--- src/sv/prbh_pkg.sv ---
// Package for the prime residue bit hash core: sizes, transaction types,
// controller commands and status. Used by every module of the block.
`default_nettype none
package prbh_pkg;
    localparam int MAX_TABLE   = 1024;
    localparam int TBL_AW      = $clog2(MAX_TABLE);
    localparam int SIZE_W      = 11;
    localparam int SMALL_LIMIT = 34;
    localparam int ROUND_BITS  = 32;
    localparam int POS_W       = $clog2(ROUND_BITS);
    localparam int PRIME_W     = 13;
    localparam int STEP_W      = 6;

    localparam logic [SIZE_W-1:0] SIZE_RESET = SIZE_W'(MAX_TABLE);

    typedef struct packed {
        logic              operation;
        logic [31:0]       value;
        logic [SIZE_W-1:0] passes;
    } t_in;

    typedef struct packed {
        logic [31:0] hash_value;
        logic        too_small;
    } t_out;

    typedef enum logic [3:0] {
        CMD_NONE  = 4'd0,
        CMD_LOAD  = 4'd1,
        CMD_CLR   = 4'd2,
        CMD_GINIT = 4'd3,
        CMD_PADD  = 4'd4,
        CMD_NCAND = 4'd5,
        CMD_NJ    = 4'd6,
        CMD_DIVC  = 4'd7,
        CMD_DIVV  = 4'd8,
        CMD_BINIT = 4'd9,
        CMD_BSTEP = 4'd10,
        CMD_REND  = 4'd11,
        CMD_ONES  = 4'd12
    } t_cmd;

    typedef struct packed {
        t_cmd cmd;
    } t_ctl;

    typedef struct packed {
        logic op;
        logic clr_last;
        logic n_le1;
        logic j_ge_cnt;
        logic p_sq_gt;
        logic count_last;
        logic div_done;
        logic rem_zero;
        logic pass_zero;
        logic tbl_small;
        logic bit_last;
    } t_sts;
endpackage
`default_nettype wire

--- src/sv/prbh_ctrl.sv ---
// Controller state machine: sequences table clear, prime generation and
// hash rounds. Depends on prbh_pkg.
`default_nettype none
module prbh_ctrl (
    input  wire logic            i_clk,
    input  wire logic            i_rst_n,
    input  wire logic            i_start,
    input  wire prbh_pkg::t_sts  i_sts,
    output prbh_pkg::t_ctl       o_ctl,
    output logic                 o_busy,
    output logic                 o_done
);
    import prbh_pkg::*;

    typedef enum logic [11:0] {
        S_IDLE  = 12'b0000_0000_0001,
        S_CLR   = 12'b0000_0000_0010,
        S_GINIT = 12'b0000_0000_0100,
        S_GRD   = 12'b0000_0000_1000,
        S_GTST  = 12'b0000_0001_0000,
        S_GDIV  = 12'b0000_0010_0000,
        S_HCHK  = 12'b0000_0100_0000,
        S_HDIV  = 12'b0000_1000_0000,
        S_HBIT  = 12'b0001_0000_0000,
        S_HWAIT = 12'b0010_0000_0000,
        S_HEND  = 12'b0100_0000_0000,
        S_DONE  = 12'b1000_0000_0000
    } t_state;

    t_state r_state;
    t_state n_state;
    logic   r_rebuild;
    logic   n_rebuild;

    always_comb begin
        n_state   = r_state;
        n_rebuild = r_rebuild;
        o_ctl.cmd = CMD_NONE;
        unique case (r_state)
            S_IDLE: begin
                if (i_start) begin
                    o_ctl.cmd = CMD_LOAD;
                    n_state   = S_HCHK;
                end
            end
            S_CLR: begin
                o_ctl.cmd = CMD_CLR;
                if (i_sts.clr_last) begin
                    n_state = r_rebuild ? S_GINIT : S_IDLE;
                end
            end
            S_GINIT: begin
                o_ctl.cmd = CMD_GINIT;
                n_state   = i_sts.n_le1 ? S_DONE : S_GRD;
            end
            S_GRD: begin
                n_state = S_GTST;
            end
            S_GTST: begin
                if (i_sts.j_ge_cnt || i_sts.p_sq_gt) begin
                    o_ctl.cmd = CMD_PADD;
                    n_state   = i_sts.count_last ? S_DONE : S_GRD;
                end else begin
                    o_ctl.cmd = CMD_DIVC;
                    n_state   = S_GDIV;
                end
            end
            S_GDIV: begin
                if (i_sts.div_done) begin
                    o_ctl.cmd = i_sts.rem_zero ? CMD_NCAND : CMD_NJ;
                    n_state   = S_GRD;
                end
            end
            S_HCHK: begin
                if (!i_sts.op) begin
                    n_rebuild = 1'b1;
                    n_state   = S_CLR;
                end else if (i_sts.pass_zero) begin
                    n_state = S_DONE;
                end else if (i_sts.tbl_small) begin
                    o_ctl.cmd = CMD_ONES;
                    n_state   = S_DONE;
                end else begin
                    o_ctl.cmd = CMD_DIVV;
                    n_state   = S_HDIV;
                end
            end
            S_HDIV: begin
                if (i_sts.div_done) begin
                    o_ctl.cmd = CMD_BINIT;
                    n_state   = S_HBIT;
                end
            end
            S_HBIT: begin
                o_ctl.cmd = CMD_BSTEP;
                if (i_sts.bit_last) begin
                    n_state = S_HWAIT;
                end
            end
            S_HWAIT: begin
                n_state = S_HEND;
            end
            S_HEND: begin
                o_ctl.cmd = CMD_REND;
                n_state   = S_HCHK;
            end
            S_DONE: begin
                n_rebuild = 1'b0;
                n_state   = S_IDLE;
            end
            default: begin
                n_state = S_IDLE;
            end
        endcase
    end

    always_ff @(posedge i_clk) begin
        if (!i_rst_n) begin
            r_state   <= S_CLR;
            r_rebuild <= 1'b0;
        end else begin
            r_state   <= n_state;
            r_rebuild <= n_rebuild;
        end
    end

    assign o_busy = (r_state != S_IDLE);
    assign o_done = (r_state == S_DONE);
endmodule
`default_nettype wire

--- config.mk ---
export PLATFORM = sky130hd
export DESIGN_NAME = prbh_ctrl
export DESIGN_NICKNAME = d
export VERILOG_FILES = /design/src/sv/prbh_pkg.sv /design/src/sv/prbh_ctrl.sv
export SDC_FILE = /design/constraint.sdc
export NUM_CORES = 1
export LEC_CHECK = 0
export ABC_AREA = 1
export BUFFER_PORTS_ARGS = -buffer_cell sky130_fd_sc_hd__clkbuf_2
export CAP_MARGIN = 25
export CORE_MARGIN = 3
export CORE_UTILIZATION = 50
export CTS_CLUSTER_DIAMETER = 50
export DETAILED_ROUTE_END_ITERATION = 12
export GPL_ROUTABILITY_DRIVEN = 0
export GPL_TIMING_DRIVEN = 0
export PLACE_DENSITY_LB_ADDON = 0.25
export RECOVER_POWER = 50
export SLEW_MARGIN = 20
export SYNTH_ARGS = -nofsm -noshare
export SYNTH_HDL_FRONTEND = slang
export SYNTH_SLANG_ARGS = --single-unit
--- constraint.sdc ---
create_clock -name i_clk -period 2.71 [get_ports i_clk]
set_input_delay 0.542 -clock i_clk [delete_from_list [all_inputs] [get_ports i_clk]]
set_output_delay 0.542 -clock i_clk [all_outputs]
set_load 0.01 [all_outputs]
After elaboration in Yosys (flattened, before gate mapping). Cells that the tools add are included.

ROM bits: 0. Output and inout port bits: 6. Word-level logic and storage cells: 49. Bits in writable memories: 0. Input port bits: 14. Bits in registers: 13. Memories: 0. Bits in latches: 0.

Bitwise logic cells: 0. Order comparisons: 0. Reduce and logical (&&, ||, !) cells: 4. Shift operators: 0. Add/sub/neg operators: 0. Multipliers: 0. Multiplexer cells: 24. Equality and inequality tests: 19. Divide/modulo/power cells: 0.

Operators by type and width (number): $mux W12 (11); $pmux W12 S11 (1); $pmux W4 S9 (1); $eq A12 B1 Y1 const B (1); $eq A12 B10 Y1 const B (1); $eq A12 B11 Y1 const B (1); $eq A12 B12 Y1 const B (1); $eq A12 B2 Y1 const B (1); $eq A12 B3 Y1 const B (1); $eq A12 B4 Y1 const B (1); $eq A12 B5 Y1 const B (1); $eq A12 B6 Y1 const B (1); $eq A12 B7 Y1 const B (1); $eq A12 B8 Y1 const B (1); $eq A12 B9 Y1 const B (1); $mux W4 (3); $ne A12 B1 Y1 const B (1); $ne A2 B2 Y1 const B (6); $mux W3 (3); $reduce_and A5 Y1 (1); $mux W2 (2); $mux W1 (2); $pmux W1 S2 (1); $reduce_and A2 Y1 (1); other kinds (2) (2).

Depth between registers and ports, before layout. Gate-level depths: netlist of the first run.

Depth after elaboration: 4. Mapped depth: 10.

Least setup slack after synthesis of the first run. OpenSTA, ideal clock, no wires.

Path type: reg2out. Start: register r_state[10]. End: output o_ctl[2] in the netlist's numbering. Path slack: 0.940 ns. Cell stages (with the launch flop): 9. Data required time: 2.168 ns. Arrival: 1.228 ns. Cells stage by stage: dfxtp_1 > nor2_4 > nand2_4 > nor2_8 > and2_4 > nand2_2 > nor2_2 > inv_1 > o211ai_2.

RTL lines: start, declared (line prbh_ctrl.sv:30) `t_state r_state;`; start signal, assigned (line prbh_ctrl.sv:122) `r_state <= n_state;`; end, declared (line prbh_ctrl.sv:9) `output prbh_pkg::t_ctl o_ctl,`.

Final worst setup path of the first run.
Start: register r_state[5]. End: output o_done.

Longest elaborated chain between the ends: 1.

Ends and longest elaborated chain: $eq A12 B12 Y1 (line prbh_ctrl.sv:128) `assign o_done = (r_state == S_DONE);`; end, declared (line prbh_ctrl.sv:11) `output logic o_done`.

No other way between the ends.

==> key figures, run 1 <==
Critical path
  – Critical path class: flip-flop to primary output
  – Critical Path RT: about 2200 ps
  – Worst-path cell chain: nor2_1 -> nand2_1 -> nor2_1 -> inv_2 -> nor4_1 -> clkbuf_2
  – Largest fanout on the critical path: 5
  – WP buf/inv: 2
  – Critical path's top delay family: simple AND/OR/NAND/NOR gates
  – Max incr delay on CP: roughly 350 ps
  – CP arrival: 1860 ps
  – CP max stage cell: nor2_1
  – Crit end category: primary output
  – CP dominant cell by count: nor2_1
  – Element type at the critical path start: flip-flop

Drt
  – Residual DRC: 0
  – Via/cell ratio: between 4 and 5
  – DR iter-0 viols: 37
  – Via count: a little under 1000
  – ANT nets after route: 0
  – First-pass DRT Iterations: 4
  – WL final: 2300 um
  – Post-DR wirelength/cell: about 11 um

Power
  – Peak VDD IR: approximately 0.00042 V
  – Sw Ratio: about two fifths
  – Pint: 334 uW
  – Clock network power share: 22.3%
  – Net Sw Power: 219 uW
  – Lkg Pwr: about 0.00056 uW
  – Pwr Total: between 500 and 600 uW
  – Flop pwr share: a little under two fifths
  – Power density cells: roughly 500 mW/mm^2
  – Combinational Power Share: roughly two fifths

Clock tree
  – CTS H-tree lvls: 1
  – Clock transition at path regs: 80 ps
  – Clock sink total: 13
  – Clk_lat worst skew: between 200 and 300 ps
  – CTS tree: done
  – Cts repair resizes: 0
  – Num CTS Buffers: 3
  – Hold buffer count at cts: 0
  – Clock Path Buffers: 2
  – Setup bufs post-CTS: 0
  – Clock root buffer: clkbuf_4

Placed design
  – Dpl cells: between 150 and 200
  – Port bufs: 19
  – Dpl hpwl: about 2000 um

Global route
  – Initial antenna violation count: 0
  – Pin count of the biggest net entering global routing: 9
  – First-pass GRT wire length: 4040 um
  – Total GRT Usage: 20.9%
  – Total congestion overflow: 0
  – Vias in the first global route: 964

Logic synthesis
  – Avg Synthesized Cell Area: 6.36 um^2
  – Register bit total from synthesis: 13
  – Mapped Cells: about 150
  – Synth cell types: 27
  – Main synth FF type: dfxtp_1
  – Syn Nets: between 150 and 200
  – Post-synth top area share: 26.7%
  – Synth top area cells: dfxtp_1 27%, nand2_1 14%, inv_1 12%
  – Synth area leader: dfxtp_1
  – EDFF count, synth: 0
  – Count leader, synth: nand2_1
  – Sequential share of the synthesized area: a little over a quarter
  – Synth warnings: 0
  – Synthesized cell area: approximately 970 um^2
  – Commonest cells post-synth: 36 x nand2_1, 30 x inv_1, 21 x nor2_1
  – Fraction of registers with async set/reset: 0%

Layout
  – Non-Filler Instances: ~200
  – Nets: approximately 190
  – Share of cells above drive strength 1: roughly 25%
  – Area Growth Syn to Fin: 13.6%
  – # diodes: 0

STA
  – Clock skew: around 2.6 ps
  – Minimum clock period after layout: roughly 2400 ps
  – Final setup violation count: 0
  – RSZ-0062 raised after global routing: false
  – Fmax achieved: roughly 0.42 GHz
  – Fin crit share: roughly nine tenths
  – Final slew viol count: 0
  – Sum Neg Setup Slack: 0 ps
  – Final hold vios: 0
  – Transition time of the tightest slew-check pin: 409 ps
  – Max-slew headroom: between 70 and 80%

Floorplan
  – Row cnt: 15
  – Die width: between 50 and 60 um
  – Initial cell density of the core: 54.6%
  – Core area: approximately 0.0018 mm^2
  – Die area: about 0.0025 mm^2
  – Top-Level Pins: 20
  – Die Ht: between 50 and 60 um

Run status
  – Status: finished, final reports clean

Min path
  – Worst Hold Class: flip-flop to flip-flop

Job
  – Maxcap violations: 0
-- path summary, 6_finish.rpt --
check	endpoint	from	slack, ps	depth (start not counted)
max reg2reg	r_state[0]	r_state[5]	1080	10
max	o_done	r_state[5]	310	6
min	r_rebuild	r_rebuild	480	2
min reg2reg	r_rebuild	r_rebuild	480	2
-- power by group through the flow --
stage,clock network [uW],registers (uW),logic (uW)
floorplan,0,215,171
global placement,0,217,219
detailed placement,0,217,226
CTS,124,213,227
global route,132,214,245
finish,124,212,217
-- cell families (layout without fill, tap and decap cells) --
logic type	count (synthesis)	count (layout)	share of synthesized area [%]
flops	13	13	26.7
buf+inv	31	54	12.0
simple gates	94	94	51.2
compound gates	15	15	10.2
-- worst reg2reg max path: stages, from the launching register on --
cell	delay [ps]
dfxtp_1	340
nor2_1	130
nand2_1	160
nor2_1	350
nand2_1	130
nand2_1	100
nor2_1	50
nand3_1	80
nand2_2	60
nor2_2	100
nor2_2	40
-- sequential cells by signal, summed over array words and instances, names as in the netlist --
signal	flops
r_state	12
r_rebuild	1
-- cell usage in the layout, fill, tap and decap left out, drive strengths merged --
master   netlist  layout
o2111ai        1       1
nand4          2       2
and2           1       1
inv           31      31
nand2         42      42
nor2          33      33
o21ai          6       6
nor4           1       1
nand3b         1       1
clkbuf         0      23
dfxtp         13      13
a21oi          5       5
nand3         10      10
o211ai         2       2
a211oi         1       1
nor3           4       4
-- per-stage QoR --
| step | cell area, um^2 | hold slack [ps] | worst slack [ps] | utilization [%] |
|---|---|---|---|---|
| 2_1_floorplan | 973 | 455 | 940 | - |
| 3_3_place_gp | 1100 | 472 | 754 | 61.7 |
| 3_5_place_dp | 1100 | 480 | 676 | 61.7 |
| 4_1_cts | 1130 | 493 | 370 | 63.2 |
| 5_1_grt | 1110 | 512 | 158 | 62.0 |
| 6_report | 1110 | 485 | 312 | 62.0 |
-- layout make-up --
cell class / instances / area [um^2]
Timing Repair Buffer: 19 / 95.1
Sequential cell: 13 / 260
Inverter: 31 / 116
Multi-Input combinational cell: 109 / 577
Tap cell: 25 / 31.3
Clock buffer: 4 / 26.3
Fill cell: 175 / 677
-- metal layers --
layer | share of wire, % | up-vias | global-route usage [%]
met3 | 2.5 | 4 | 3.32
met1 | 45 | 446 | 24.7
met5 | 0 | - | 0
met4 | 1.0 | 0 | 8.76
li1 | - | 520 | -
met2 | 52 | 16 | 36.5
No activity file was read; power rests on OpenSTA's default activity.
==> run 2, diff against run 1 <==
==> constraint.sdc (replaced) <==
create_clock -name i_clk -period 2.71 [get_ports i_clk]
set_input_delay 0.1355 -clock i_clk [delete_from_list [all_inputs] [get_ports i_clk]]
set_output_delay 0.1355 -clock i_clk [all_outputs]
set_load 0.01 [all_outputs]
==> key figures, run 2 (synthesis results as in run 1) <==
Global route
  – Total congestion overflow: 0
  – Total GRT Usage: 20.9%
  – Pin count of the biggest net entering global routing: 9
  – First-pass GRT wire length: about 4000 um
  – Initial antenna violation count: 0
  – Vias in the first global route: 964

Clock tree
  – Clock root buffer: clkbuf_4
  – Clk_lat worst skew: approximately 270 ps
  – Hold buffer count at cts: 0
  – Setup bufs post-CTS: 0
  – Num CTS Buffers: 3
  – Clock transition at path regs: approximately 80 ps
  – Clock Path Buffers: 2
  – Clock sink total: 13
  – Cts repair resizes: 0
  – CTS tree: done
  – CTS H-tree lvls: 1

Critical path
  – CP arrival: about 2000 ps
  – Critical Path RT: about 2600 ps
  – Largest fanout on the critical path: 8
  – Critical path class: flip-flop to primary output
  – Element type at the critical path start: flip-flop
  – Crit end category: primary output

Floorplan
  – Die width: between 50 and 60 um
  – Die area: 0.00251 mm^2
  – Row cnt: 15
  – Die Ht: between 50 and 60 um
  – Initial cell density of the core: between 50% and 60%
  – Top-Level Pins: 20
  – Core area: roughly 0.0018 mm^2

Layout
  – Max reg flops: 12
  – Fill cells: ~180
  – Fin util: 61.5%
  – Nets: between 150 and 200
  – Commonest non-fill, non-tap cell in the layout: nand2_1
  – Area Growth Syn to Fin: 12.6%
  – Register area: 260 um^2
  – Share of cells above drive strength 1: between 20% and 30%
  – Top flop regs: r_state: 12 flops, r_rebuild: 1 flops
  – # diodes: 0
  – Most frequent cells in the layout: 37 x nand2_1, 30 x inv_1, 24 x nor2_1
  – Biggest register: r_state
  – Multi-input gate area: between 500 and 600 um^2

STA
  – Sum Neg Setup Slack: 0 ps
  – Minimum clock period after layout: roughly 2100 ps
  – Final hold vios: 0
  – Clock skew: between 1 and 1.5 ps
  – Final setup violation count: 0
  – Fin crit share: between 70% and 80%
  – Transition time of the tightest slew-check pin: between 400 and 500 ps
  – Max-slew headroom: around 73%
  – RSZ-0062 raised after global routing: false
  – Fmax achieved: 0.472 GHz
  – Final slew viol count: 0

Run status
  – Status: finished, final reports clean

Power
  – Peak VDD IR: between 0.0004 and 0.0005 V
  – Power density cells: between 500 and 600 mW/mm^2
  – Lkg Pwr: between 0.0005 and 0.0006 uW

Drt
  – First-pass DRT Iterations: 5
  – Via/cell ratio: approximately 4.9
  – ANT nets after route: 0
  – DR iter-0 viols: 52
  – Via count: 977
  – Post-DR wirelength/cell: around 11 um
  – Residual DRC: 0
  – WL final: between 2000 and 2500 um

Job
  – Maxcap violations: 0

Placed design
  – Dpl hpwl: roughly 2000 um
  – Port bufs: 19

Min path
  – Worst Hold Class: primary input to flip-flop
run 2: cell counts in the layout (fill, tap and decap cells not counted):
Identical to the previous run, type by type.
run 2: stage by stage:
| step | total power [uW] | setup WS (ps) | hold slack (ps) | instance area, um^2 | std cells |
|---|---|---|---|---|---|
| after global placement | 436 | 1160 | 382 | 1100 | 197 |
| after detailed placement | 443 | 1080 | 390 | 1100 | 197 |
| final | 549 | 592 | 102 | 1100 | 201 |
| after global routing | 589 | 460 | 105 | 1100 | 201 |
| after floorplan | 386 | 1270 | 220 | 973 | 153 |
| after CTS | 563 | 776 | 107 | 1130 | 201 |
run 2: final timing paths:
check | from | to | slack [ps] | cells past startpoint
worst max-delay path | r_state[10] | o_ctl[2] | 590 | 9
worst min-delay path | i_rst_n | r_state[1] | 100 | 2
worst max register to register | r_state[10] | r_state[0] | 1030 | 10
worst min register to register | r_rebuild | r_rebuild | 480 | 2
run 2: critical path, cell delays in order, from the launching register on:
cell and delay [ps]:
dfxtp_1 330, nor2_1 200, nand2_1 260, nor2_8 230, and2_4 180, nand2_2 50, nor2_2 110, inv_1 80
o211ai_2 130, clkbuf_2 150
run 2: area by class of cell:
cell class	count	area share, %
multi-input cells	109	51.7
flip-flops and latches	13	23.7
inverters	31	10.6
repair buffers	19	8.68
well taps	25	2.85
clock buffers	4	2.40
run 2: power breakdown:
group	internal [uW]	total, uW	switching, uW
combinational	72.9	215	142
clock	57.0	121	64.3
sequential	203	212	9.69
total	333	549	216
run 2: metal layers:
metal | track usage, % | share of wire (%)
met5 | 0 | 0
met4 | 8.76 | 1.8
met3 | 3.32 | 3.9
met2 | 36.5 | 51
met1 | 24.7 | 43
==> run 3, diff against run 2 <==
--- a/config.mk
+++ b/config.mk
@@ -9,7 +9,7 @@
 export BUFFER_PORTS_ARGS = -buffer_cell sky130_fd_sc_hd__clkbuf_2
 export CAP_MARGIN = 25
 export CORE_MARGIN = 3
-export CORE_UTILIZATION = 50
+export CORE_UTILIZATION = 48
 export CTS_CLUSTER_DIAMETER = 50
 export DETAILED_ROUTE_END_ITERATION = 12
 export GPL_ROUTABILITY_DRIVEN = 0
==> constraint.sdc (replaced) <==
create_clock -name i_clk -period 1.83 [get_ports i_clk]
set_input_delay 0.0915 -clock i_clk [delete_from_list [all_inputs] [get_ports i_clk]]
set_output_delay 0.0915 -clock i_clk [all_outputs]
set_load 0.01 [all_outputs]
==> key figures, run 3 (synthesis results as in run 1) <==
Run status
  – Status: finished, final reports clean

STA
  – Sum Neg Setup Slack: 0 ps
  – Final slew viol count: 0
  – Transition time of the tightest slew-check pin: around 370 ps
  – Final hold vios: 0
  – Final hold slack: between 50 and 60 ps
  – Final setup violation count: 0
  – Max-slew headroom: approximately three quarters
  – Fin crit share: between 90% and 100%
  – Clock skew: 11.1 ps
  – Minimum clock period after layout: approximately 1800 ps
  – RSZ-0062 raised after global routing: true
  – Fmax achieved: roughly 0.57 GHz

Power
  – Combinational Power Share: roughly two fifths
  – Peak VDD IR: around 0.00035 V
  – Lkg Pwr: 0.000586 uW
  – Sw Ratio: 40.1%
  – Pwr Total: just under 900 uW
  – Flop pwr share: approximately 38%
  – Net Sw Power: 347 uW
  – Clock network power share: a little over a fifth
  – Pint: ~520 uW
  – Power density cells: between 700 and 800 mW/mm^2

Global route
  – Total GRT Usage: approximately a fifth
  – First-pass GRT wire length: approximately 3600 um
  – GR Util met1: a little under a quarter
  – GRT busiest layer: met2
  – Pin count of the biggest net entering global routing: 9
  – Vias in the first global route: between 800 and 900
  – Total congestion overflow: 0
  – Initial antenna violation count: 0
  – Met3 Use GR: ~3.5%
  – M2 GR Usage: 31.8%

Layout
  – Nets: ~190
  – Top flop regs: r_state: 12 flops, r_rebuild: 1 flops
  – Non-Filler Instances: slightly above 200
  – Max reg flops: 12
  – Commonest non-fill, non-tap cell in the layout: nand2_1
  – Share of cells above drive strength 1: about 34%
  – Most frequent cells in the layout: 36 x nand2_1, 29 x inv_1, 19 x nor2_1
  – # diodes: 0
  – Area Growth Syn to Fin: 21.1%
  – Biggest register: r_state

Critical path
  – Reg-to-Reg Start: r_state[2]
  – Max incr delay on CP: 340 ps
  – Crit path depth: 9
  – Critical Path RT: 1740 ps
  – CP arrival: ~1700 ps
  – Reg2Reg Depth: 10
  – Reg2reg setup slack: about 360 ps
  – Element type at the critical path start: flip-flop
  – Crit end category: primary output
  – CP max stage cell: dfxtp_2
  – Critical path's top delay family: simple AND/OR/NAND/NOR gates
  – Crit Reg-Reg Endpoint: r_state[11]
  – CP dominant cell by count: nand2_4
  – Worst-path cell chain: nor2_2 -> nand2_4 -> nor2_8 -> and2_4 -> nand2_4 -> nor2_4 -> inv_2 -> o211ai_2 -> buf_2
  – Largest fanout on the critical path: 7
  – Critical path class: flip-flop to primary output
  – WP buf/inv: 2

Clock tree
  – CTS H-tree lvls: 1
  – Clock transition at path regs: approximately 90 ps
  – Clock root buffer: clkbuf_4
  – Clock Path Buffers: 2
  – Clock sink total: 13
  – CTS tree: done
  – Num CTS Buffers: 3
  – Clk_lat worst skew: approximately 280 ps

Drt
  – WL final: roughly 2300 um
  – Post-DR wirelength/cell: roughly 11 um
  – ANT nets after route: 0
  – DR iter-0 viols: 24
  – First-pass DRT Iterations: 5
  – Via/cell ratio: slightly below 5
  – Residual DRC: 0
  – Via count: roughly 1000

Placed design
  – Dpl hpwl: between 1500 and 2000 um
  – Port bufs: 19
  – Dpl cells: between 150 and 200

Floorplan
  – Die area: roughly 0.0026 mm^2
  – Die width: 51.0 um
  – Initial cell density of the core: around 53%
  – Row cnt: 15
  – Die Ht: between 50 and 60 um
  – Top-Level Pins: 20
  – Core area: 0.00182 mm^2

Min path
  – Hold path depth: 2
  – HP Start: i_rst_n
  – End of the worst hold path: r_state[1]
  – Worst Hold Class: primary input to flip-flop

Job
  – Maxcap violations: 0
==> run 3: through the flow <==
stage	area [um^2]	setup WS, ps	utilization [%]
after floorplan	973	387	-
after global placement	1100	338	60.4
after detailed placement	1100	309	60.4
after CTS	1130	5.06	61.9
after global routing	1180	-27.9	64.7
final	1180	74.1	64.7
==> run 3: area by class of cell <==
cell class                 count  area (um^2)
clock buffer                   4         26.3
fill                         177          642
inverter                      31          116
multi-input combinational    109          628
sequential                    13          267
tap                           25         31.3
timing repair buffer          21          110
==> run 3: power groups by stage <==
stage	sequential [uW]	combinational, uW	clock (uW)
6_report	324	359	181
4_1_cts	316	330	186
5_1_grt	327	393	207
3_5_place_dp	323	329	0
2_1_floorplan	319	253	0
3_3_place_gp	322	323	0
==> run 3: worst register-to-register path, cell delays in order (launching register included) <==
cell	delay (ps)
dfxtp_2	340
nor2_2	150
nand2_4	100
nor2_8	150
buf_4	130
nand2_1	80
a21oi_2	170
nand2_1	70
o211ai_1	100
nand2_1	70
inv_1	50
==> run 3: timing repair <==
action	4_1_cts	5_1_grt
hold buffers	0	0
setup endpoints to repair	0	5
gates resized for setup	0	15
hold endpoints to repair	0	0
setup buffers	0	2
==> run 3: worst max-delay path by stage <==
stage | slack, ps | endpoint | start
2_1_floorplan | 390 | r_rebuild | r_state[4]
3_3_place_gp | 340 | o_ctl[2] | r_state[0]
3_5_place_dp | 310 | o_ctl[2] | r_state[10]
4_1_cts | 5 | o_ctl[2] | r_state[0]
5_1_grt | -30 | o_ctl[2] | r_state[11]
6_report | 70 | o_ctl[2] | r_state[2]
==> run 3: per-layer routing <==
metal / vias to the layer above / wire length, um
li1: 522 / -
met1: 424 / 1030
met2: 35 / 1110
met3: 4 / 137
met4: 0 / 27
met5: - / 0
